### config.mk
export PLATFORM = sky130hd
export DESIGN_NAME = mk_front_flat
export DESIGN_NICKNAME = d
export VERILOG_FILES = /design/src/mk_pkg.sv /design/src/mk_if.sv /design/src/mk_front.sv /design/src/flat_wrapper.sv
export SDC_FILE = /design/constraint.sdc
export NUM_CORES = 1
export LEC_CHECK = 0
export BUFFER_PORTS_ARGS = -buffer_cell sky130_fd_sc_hd__buf_4
export CELL_PAD_IN_SITES_DETAIL_PLACEMENT = 1
export CELL_PAD_IN_SITES_GLOBAL_PLACEMENT = 1
export CORE_UTILIZATION = 47
export DETAILED_ROUTE_END_ITERATION = 10
export PLACE_DENSITY = 0.95
export SYNTH_ARGS = -nofsm -noshare
export SYNTH_HDL_FRONTEND = slang
export SYNTH_SLANG_ARGS = --single-unit
export TNS_END_PERCENT = 5
### constraint.sdc
create_clock -name clk -period 15.1 [get_ports clk]
set_input_delay 3.02 -clock clk [delete_from_list [all_inputs] [get_ports clk]]
set_output_delay 3.02 -clock clk [all_outputs]
set_load 0.05 [all_outputs]
### src/mk_pkg.sv
// Shared types and constants of the 3-D Morton key block.
`default_nettype none
package mk_pkg;
  localparam int GridBitsDef = 21;
  localparam int KeyWidthDef = 64;
  localparam int CoordW      = 32;
  localparam int MagW        = CoordW + 1;
  localparam int KeyW        = 64;
  localparam int NumAxes     = 3;
  localparam int CfgIdxW     = 3;

  // register indexes of the configuration port
  localparam logic [CfgIdxW-1:0] RegCornerX = 3'd0;
  localparam logic [CfgIdxW-1:0] RegCornerY = 3'd1;
  localparam logic [CfgIdxW-1:0] RegCornerZ = 3'd2;
  localparam logic [CfgIdxW-1:0] RegSpanX   = 3'd3;
  localparam logic [CfgIdxW-1:0] RegSpanY   = 3'd4;
  localparam logic [CfgIdxW-1:0] RegSpanZ   = 3'd5;

  // one axis after the corner subtraction
  typedef struct packed {
    logic [MagW-1:0] mag;
    logic            neg;
  } axis_t;

  // one queued item, axis 0 = x, 1 = y, 2 = z
  typedef axis_t [NumAxes-1:0] item_t;

  // queue head as seen by the back end
  typedef struct packed {
    logic  valid;
    item_t item;
  } head_t;
endpackage
`default_nettype wire

### src/mk_if.sv
// Valid/ready channel interfaces for positions and keys.
`default_nettype none
interface mk_pos_if;
  logic               valid;
  logic               ready;
  logic signed [31:0] pos_x;
  logic signed [31:0] pos_y;
  logic signed [31:0] pos_z;
  modport source (output valid, pos_x, pos_y, pos_z, input ready);
  modport sink (input valid, pos_x, pos_y, pos_z, output ready);
endinterface

`default_nettype wire

### src/mk_front.sv
// Front end: accepts positions, subtracts the corner, queues the result.
`default_nettype none
module mk_front (
  input  wire logic                          clk,
  input  wire logic                          rst,
  mk_pos_if.sink                             pos_ch,
  input  wire logic [mk_pkg::CoordW-1:0]     corner [mk_pkg::NumAxes],
  input  wire logic                          pop,
  output mk_pkg::head_t                      head
);
  import mk_pkg::*;

  item_t      entry [2];
  logic       wr_ptr;
  logic       rd_ptr;
  logic [1:0] count;
  item_t      item_new;
  logic       push;
  logic       do_pop;

  logic signed [MagW-1:0] diff [NumAxes];
  logic [CoordW-1:0]      pos_v [NumAxes];

  assign pos_v[0] = pos_ch.pos_x;
  assign pos_v[1] = pos_ch.pos_y;
  assign pos_v[2] = pos_ch.pos_z;

  always_comb begin
    for (int a = 0; a < NumAxes; a++) begin
      diff[a] = $signed({pos_v[a][CoordW-1], pos_v[a]})
              - $signed({corner[a][CoordW-1], corner[a]});
      item_new[a].neg = diff[a][MagW-1];
      item_new[a].mag = diff[a][MagW-1] ? MagW'(-diff[a]) : MagW'(diff[a]);
    end
  end

  assign pos_ch.ready = (count != 2'd2);
  assign push         = pos_ch.valid && pos_ch.ready;
  assign do_pop       = pop && (count != 2'd0);
  assign head.valid   = (count != 2'd0);
  assign head.item    = entry[rd_ptr];

  always_ff @(posedge clk) begin
    if (rst) begin
      wr_ptr <= 1'b0;
      rd_ptr <= 1'b0;
      count  <= 2'd0;
    end else begin
      if (push) wr_ptr <= ~wr_ptr;
      if (do_pop) rd_ptr <= ~rd_ptr;
      count <= count + 2'(push) - 2'(do_pop);
    end
  end

  always_ff @(posedge clk) begin
    if (push) entry[wr_ptr] <= item_new;
  end
endmodule
`default_nettype wire

### src/flat_wrapper.sv
// flat-port wrapper written by rule: the top's interface ports become plain ports
module mk_front_flat import mk_pkg::*;
  (clk, rst, corner, pop, head, pos_ch_valid, pos_ch_pos_x, pos_ch_pos_y, pos_ch_pos_z, pos_ch_ready);
  mk_pos_if pos_ch_i ();
  input  wire logic clk;
  input  wire logic rst;
  input  wire logic [mk_pkg::CoordW-1:0] corner[mk_pkg::NumAxes];
  input  wire logic pop;
  output mk_pkg::head_t head;
  input wire logic [$bits(pos_ch_i.valid)-1:0] pos_ch_valid;
  input wire logic [$bits(pos_ch_i.pos_x)-1:0] pos_ch_pos_x;
  input wire logic [$bits(pos_ch_i.pos_y)-1:0] pos_ch_pos_y;
  input wire logic [$bits(pos_ch_i.pos_z)-1:0] pos_ch_pos_z;
  output wire logic [$bits(pos_ch_i.ready)-1:0] pos_ch_ready;
  assign pos_ch_i.valid = pos_ch_valid;
  assign pos_ch_i.pos_x = pos_ch_pos_x;
  assign pos_ch_i.pos_y = pos_ch_pos_y;
  assign pos_ch_i.pos_z = pos_ch_pos_z;
  assign pos_ch_ready = pos_ch_i.ready;
  mk_front u_core (.clk(clk), .rst(rst), .pos_ch(pos_ch_i), .corner(corner), .pop(pop), .head(head));
endmodule
; ---- Word level (Yosys, flattened, before mapping)
; Memory sizes are Yosys's and may differ from the RTL's. A register that Yosys moved wholly into a read port is not among the register bits.
; Index checks and enable logic that the tools add are counted.
[word_totals]
mem_count = 1
regBits = 4
wordCells = 25
out_inout_bits = 104
input_bits = 196
mem_bits_rw = 204
[mem_list]
columns = name, words, word_bits, rd, rd_ports_with_merged_regs, write_ports, line_no
row1 = u_core.entry, 2, 102, 1, 1, 1, mk_front.sv:13  ; item_t entry [2];
[classes]
reduce_logical = 3
n_mux = 7
addsub = 8
n_bitwise = 2
eq_ne = 1
[ops]
columns = op, n
row1 = two-way mux 33 bit, 3
row2 = negation 33 bit, 3
row3 = subtractor 32 x 32 -> 33 bit, 3
row4 = two-way mux 1 bit, 4
row5 = adder 2 x 1 -> 2 bit, 1
row6 = logical AND 1 bit, 2
row7 = "!= test 2 bit, second input constant", 1
row8 = inverter 1 bit, 2
row9 = nonzero test 2 bit, 1
row10 = subtractor 2 x 1 -> 2 bit, 1

; ---- Depth between registers and ports, before layout
; Gate-level depths: netlist of the first run.
[depth]
depth_word = 4
depth_mapped = 15
depth_no_buf = 14

; ---- Worst setup path after synthesis of the first run
; OpenSTA, ideal clock, no wires.
[synth_timing]
kind = input to register
start = in pos_ch_valid
end = mem u_core.entry[0][0] (netlist bit), enable pin
path_stages = 2
setup_ps = 564
arrival_time_ps = 7371
path_slack_ps = 7164
t_required_ps = 14536
path_buffers = 0
path_cell_list = nand2_1 > nor2_1
[synth_between]
elab_chain_cells = 3
[synth_rtl]
columns = item, line_no
row1 = "start, declared", flat_wrapper.sv:10  ; input wire logic [$bits(pos_ch_i.valid)-1:0] pos_ch_valid;
row2 = logical AND 1 bit, mk_front.sv:38  ; assign push = pos_ch.valid && pos_ch.ready;
row3 = two-way mux 1 bit, mk_front.sv:56  ; if (push) entry[wr_ptr] <= item_new;
row4 = two-way mux 1 bit (not written as such), mk_front.sv:56
row5 = "end, declared", mk_front.sv:13
; Every way passes these cells.

==> results.py, run 1 <==
metrics = {
    "place": {
        "port_buffers": 299,
        "post_dp_cell_area_sq_mm": 0.01846,
        "place_hpwl_um": 38700,
        "gp_congestion": 0.9318,
    },
    "clocking": {
        "cts_tree": "yes",
        "cts.repair.resized": 0,
        "cts-root-buf": "clkbuf_16",
        "post-cts-setup-buffers": 0,
        "max-clock-path-buffers": 3,
        "clk_pin_slew_ns": 0.07,
        "h-tree-depth": 1,
        "postCtsHoldBufs": 0,
        "cts_buffers": 21,
        "cts.sinks": 209,
        "clkLatencyLatePin_ns": 0.50,
    },
    "worst_setup_path": {
        "slowest_stage": "a211oi_1",
        "startpoint_type": "input port",
        "path_max_fanout": 6,
        "required_ns": 15.37,
        "crit_top_cell": "nand3b_1",
        "cp_slowest_stage_delay_ns": 0.55,
        "crit_buf_inv": 2,
        "rrSetupSlack_ns": 12.08,
        "crit_type": "input port to flop",
        "end_kind": "flop",
        "crit_family": "simple AND/OR/NAND/NOR gates",
        "crit_chain": "buf_4 > inv_1 > ha_1 > fa_1 > nand2b_1 > a21o_1 > a211oi_1 > o21ai_0 > nor3b_1 > and3b_1 > nand3b_1 > nand3b_1 > or4_1 > nor3_1",
        "arrival_ns": 7.10,
    },
    "yosys": {
        "netlist.area_leader.share_pct": 38.72,
        "synth_ff_type": "edfxtp_1",
        "yosysSeqAreaShare_pct": 39.35,
        "syn-instance-count": 1624,
        "synth_area_sq_mm": 0.01582,
        "synth_area_per_cell_sq_um": 9.743,
        "synthArstFlopShare_pct": 0,
        "yosysTopAreaCell": "edfxtp_1",
        "yosys_register_bits": 209,
        "synth_edf_count": 204,
        "yosysUniqueCellTypes": 91,
        "synth_nets": 1924,
        "synth_area_leaders": "edfxtp_1 39%, ha_1 8.0%, mux2_2 7.3%",
        "yosys_warnings": 0,
    },
    "route": {
        "met2_length_um": 25040,
        "antenna_left": 0,
        "wl_met1_um": 20190,
        "wirelength_um": 49290,
        "wl_met3_um": 1918,
        "routed-via-count": 13790,
        "dr.first_iter.drc_count": 614,
        "wire_per_inst_um": 20.96,
        "dr.pass1.iters": 5,
        "highest-signal-layer": "met4",
        "drc": 0,
        "via_per_inst": 5.866,
    },
    "grt": {
        "grt_pass1_vias": 14410,
        "antenna_found_initial": 0,
        "grt_usage_pct": 28.16,
        "grt_overflow_total": 0,
        "grt_max_degree": 69,
        "grt_pass1_wl_um": 75970,
    },
    "layout": {
        "fin_util_pct": 58.31,
        "nNetsFinal": 2195,
        "area_growth_pct": 21.13,
        "drive_gt1_share_pct": 24.57,
        "finalInstanceArea_sq_mm": 0.01917,
        "layout_commonest_cell": "buf_4",
        "n_antenna_cell": 0,
        "layout_common_cells": "305 x buf_4, 204 x edfxtp_1, 137 x inv_1, 132 x a21oi_1, 122 x nor2_1",
    },
    "sta": {
        "setup_viol": 0,
        "clock.fmax_ghz": 0.1464,
        "skew_ns": 0.01882,
        "period_needed_ns": 6.832,
        "max_slew_margin_pct": 13.94,
        "tns_ns": 0,
        "hold_violations": 0,
        "rsz0062_at_grt": "false",
        "maxSlewViolCount": 0,
        "finalCritPeriodShare_pct": 45.25,
        "hold_slack_ns": 0.5804,
        "tightest_slew_ns": 1.288,
    },
    "floorplanning": {
        "core_sq_mm": 0.03287,
        "ios": 300,
        "start_util_pct": 48.14,
        "rows": 66,
        "die_h_um": 185.5,
        "dieWidth_um": 185.5,
        "dieArea_sq_mm": 0.03440,
    },
    "power_and_ir_drop": {
        "peakVddDrop_v": 0.00008814,
        "total_power_uw": 2964,
        "powerDensity_mw_per_mm2": 154.6,
        "p_leak_uw": 0.008021,
    },
    "hold_path": {
        "hp-class": "flop to flop",
    },
    "job": {
        "cap_viol_max_count": 0,
    },
    "status": {
        "status": "finished, final reports clean",
    },
}
## synthesized netlist by cell type (6+ instances only)
| cell type | count |
|---|---|
| nor3_1 | 48 |
| a211oi_1 | 19 |
| nand2b_1 | 16 |
| nor4_1 | 8 |
| nor2_1 | 123 |
| xnor2_1 | 88 |
| a21oi_1 | 132 |
| nand2_1 | 98 |
| edfxtp_1 | 204 |
| o221ai_1 | 6 |
| o21a_1 | 14 |
| and3_1 | 16 |
| a31oi_1 | 24 |
| mux2i_1 | 6 |
| ha_1 | 101 |
| o21bai_1 | 9 |
| nor2b_1 | 16 |
| o211ai_1 | 14 |
| and2_1 | 16 |
| clkbuf_1 | 48 |
| o211a_1 | 7 |
| mux2_2 | 102 |
| nand4_1 | 21 |
| or2_2 | 6 |
| a21o_1 | 38 |
| xor2_1 | 73 |
| o31ai_1 | 6 |
| nor3b_1 | 6 |
| buf_2 | 6 |
| nand3_1 | 28 |
| or3_1 | 13 |
| o21ai_0 | 65 |
| inv_1 | 137 |
## per-stage QoR
step / setup WS, ns / std cells
global placement: 8.312 / 2314
detailed placement: 7.880 / 2314
floorplan: 7.164 / 1624
CTS: 8.345 / 2351
finish: 8.268 / 2351
global route: 7.843 / 2351
## layout make-up
type / instances / area (sq um)
clock buffer: 24 / 536.8
clock inverter: 13 / 170.2
fill: 3730 / 13700
inverter: 137 / 514.2
multi-input combinational: 1221 / 8872
sequential: 209 / 6230
tap: 442 / 553.0
timing repair buffer: 305 / 2290
## report_power, final
group          internal, uW  switching (uW)
Sequential              836            52.3
Combinational           500            1030
Clock                   325             220
## routing by layer
metal	global-route usage [%]	vias up
met5	0	-
met4	12.46	0
met3	2.407	108
met2	51.24	414
met1	33.70	6769
li1	-	6500
## worst paths after layout
path | endpoint | depth (start not counted) | startpoint
hold reg to reg | u_core.rd_ptr | 2 | u_core.rd_ptr
setup reg to reg | u_core.entry[0][85] | 5 | u_core.count[0]
setup / recovery | u_core.entry[0][67] | 14 | pos_ch_pos_y[0]
hold / removal | u_core.rd_ptr | 2 | u_core.rd_ptr
## worst register-to-register path: cells and delay by family, from the launching register on
family / cells / cell delay (ns)
DFF: 1 / 0.37
buffers and inverters: 2 / 0.94
and+or+nand+nor: 3 / 1.28
## cell families after synthesis
group,Yosys count,share of synthesized area [%]
multiplexers,108,7.639
XOR/XNOR,161,8.912
flip-flops,209,39.35
buffers and inverters,194,4.705
AO/OA/AOI/OAI,397,16.35
adder cells (fa/ha/maj),104,8.366
AND/OR/NAND/NOR,451,14.68
## flip-flops by register name (all words and copies together), names as in the netlist, named ones only
signal and flops:
u_core.wr_ptr 1, u_core.rd_ptr 1, u_core.count 2, u_core.entry 204
(Power assumes the default switching activity.)
==> run 2: changes to the inputs <==
ABC_AREA = 1   (was not set)
CORE_UTILIZATION = 38   (was 47)
PLACE_DENSITY = 0.9   (was 0.95)
clock period = 5.75 ns   (was 15.1 ns; I/O delays follow)
==> run 2 against run 1 <==
  * Sequential cell count unchanged
  * Sequential power rose to 2.5 times the previous value
  * Clock power rose to 2.6 times the previous value
  * First-iteration DRC count up 28%
  * Final cell count up 49%
==> results.py, run 2 <==
metrics = {
    "yosys": {
        "synth_area_per_cell_sq_um": 7.166,
        "yosysUniqueCellTypes": 49,
        "synth_nets": 2865,
        "synth_ff_type": "edfxtp_1",
        "syn-instance-count": 2565,
        "yosysSeqAreaShare_pct": 33.87,
        "synth_area_sq_mm": 0.01838,
        "synthTopCellsByCount": "844 x nand2_1, 493 x inv_1, 204 x edfxtp_1",
        "yosysTopAreaCell": "edfxtp_1",
        "synth_area_leaders": "edfxtp_1 33%, nand2_1 17%, inv_1 10%",
        "synth_most_common_cell": "nand2_1",
        "netlist.area_leader.share_pct": 33.33,
        "synthArstFlopShare_pct": 0,
        "yosys_register_bits": 209,
        "yosys_warnings": 0,
        "synth_edf_count": 204,
    },
    "floorplanning": {
        "dieArea_sq_mm": 0.04925,
        "start_util_pct": 38.50,
        "die_h_um": 221.9,
        "core_sq_mm": 0.04775,
        "dieWidth_um": 221.9,
        "rows": 80,
        "ios": 300,
    },
    "place": {
        "place_hpwl_um": 49420,
        "gp_congestion": 0.9298,
        "post_dp_cell_area_sq_mm": 0.02130,
        "dp_slack_ns": 1.657,
        "port_buffers": 299,
        "placed_cells": 3462,
    },
    "clocking": {
        "cts.repair.resized": 0,
        "postCtsHoldBufs": 0,
        "cts_buffers": 21,
        "clkLatencyLatePin_ns": 0.50,
        "post-cts-setup-buffers": 0,
        "clk_pin_slew_ns": 0.06,
        "cts_tree": "yes",
        "cts-root-buf": "clkbuf_16",
        "h-tree-depth": 1,
        "max-clock-path-buffers": 3,
        "cts.sinks": 209,
    },
    "sta": {
        "hold_violations": 0,
        "tns_ns": 0,
        "finalCritPeriodShare_pct": 63.82,
        "clock.fmax_ghz": 0.2725,
        "max_slew_margin_pct": 41.06,
        "period_needed_ns": 3.670,
        "rsz0062_at_grt": "false",
        "tightest_slew_ns": 0.8841,
        "maxSlewViolCount": 0,
        "setup_viol": 0,
        "skew_ns": 0.01450,
        "layout_setup_ws_ns": 2.080,
    },
    "layout": {
        "top_register": "u_core.entry",
        "final_cells": 3499,
        "nFillCells": 6124,
        "finalInstanceArea_sq_mm": 0.02199,
        "n_antenna_cell": 0,
        "largest_reg_flops": 204,
        "reg_top3": "u_core.entry: 204 flops, u_core.count: 2 flops",
        "layout_commonest_cell": "nand2_1",
        "drive_gt1_share_pct": 21.15,
        "area_growth_pct": 19.63,
        "layout_common_cells": "844 x nand2_1, 493 x inv_1, 303 x buf_4, 204 x edfxtp_1, 191 x nor2_1",
        "nNetsFinal": 3170,
    },
    "worst_setup_path": {
        "startpoint_type": "flop",
        "required_ns": 4.60,
        "crit_type": "flop to output port",
        "path_max_fanout": 51,
        "arrival_ns": 2.52,
        "end_kind": "output port",
    },
    "route": {
        "antenna_left": 0,
        "dr.pass1.iters": 5,
        "via_per_inst": 4.967,
        "drc": 0,
        "dr.first_iter.drc_count": 786,
        "wire_per_inst_um": 16.80,
        "wirelength_um": 58780,
        "routed-via-count": 17380,
    },
    "status": {
        "status": "finished, final reports clean",
    },
    "power_and_ir_drop": {
        "powerDensity_mw_per_mm2": 335.1,
        "total_power_uw": 7368,
        "p_leak_uw": 0.01126,
        "peakVddDrop_v": 0.0001913,
    },
    "grt": {
        "grt_usage_pct": 23.71,
        "grt_pass1_wl_um": 95080,
        "antenna_found_initial": 0,
        "grt_max_degree": 103,
        "grt_pass1_vias": 18850,
        "grt_overflow_total": 0,
    },
    "job": {
        "cap_viol_max_count": 0,
    },
    "hold_path": {
        "hp-class": "flop to flop",
    },
}
run 2: changes by cell type after synthesis, sizes merged, moves of 49 or more:
cell	delta
inv	+374
a21oi	-49
nor2	+114
xnor2	-64
nand3	+144
nand2	+818
run 2: final cells by class:
| class | instances | area, sq um | share of cell area [%] |
|---|---|---|---|
| flip-flops and latches | 209 | 6230 | 28.33 |
| multi-input cells | 1821 | 10070 | 45.79 |
| clock inverters | 14 | 158.9 | 0.7227 |
| repair buffers | 304 | 2295 | 10.44 |
| well taps | 615 | 769.5 | 3.500 |
| clock buffers | 23 | 533.0 | 2.424 |
| inverters | 513 | 1933 | 8.792 |
run 2: worst paths after layout:
check / startpoint / end / slack, ns / cells after the start
min reg2reg: u_core.rd_ptr / flop / 0.50 / 2
min: u_core.rd_ptr / flop / 0.50 / 2
max reg2reg: u_core.count[0] / u_core.entry[1][60] / 3.85 / 5
max: flop / head[51] / 2.08 / 3
run 2: kinds of logic (layout without fill, tap and decap cells):
family | after synthesis | in the layout | share of synthesized area [%]
buf+inv | 535 | 854 | 11.43
compound gates | 140 | 140 | 4.261
flops | 209 | 209 | 33.87
xor+xnor | 70 | 70 | 3.417
fa+ha+maj | 104 | 104 | 7.202
mux | 102 | 102 | 6.249
simple gates | 1405 | 1405 | 33.57
run 2: layer usage:
metal / share of wire, % / global-route usage, % / vias up
met5: 0 / 0 / -
met4: 2.3 / 6.653 / 0
met3: 3.4 / 2.041 / 72
met2: 50 / 43.69 / 333
met1: 44 / 29.33 / 8298
li1: - / - / 8677
run 2: per-stage QoR:
step | hold WS, ns | util (%)
global route | 0.5259 | 46.05
global placement | 0.4574 | 44.60
floorplan | 0.4544 | -
detailed placement | 0.4978 | 44.60
CTS | 0.5087 | 46.05
finish | 0.4977 | 46.05
run 2: power by group:
| group | internal [uW] | switching [uW] |
|---|---|---|
| clock network | 811 | 588 |
| registers | 2120 | 116 |
| logic | 1170 | 2570 |
run 2: critical path: stages (launching register included):
cell	delay [ns]
dfxtp_4	0.84
buf_4	0.50
mux2_2	0.44
buf_4	0.21
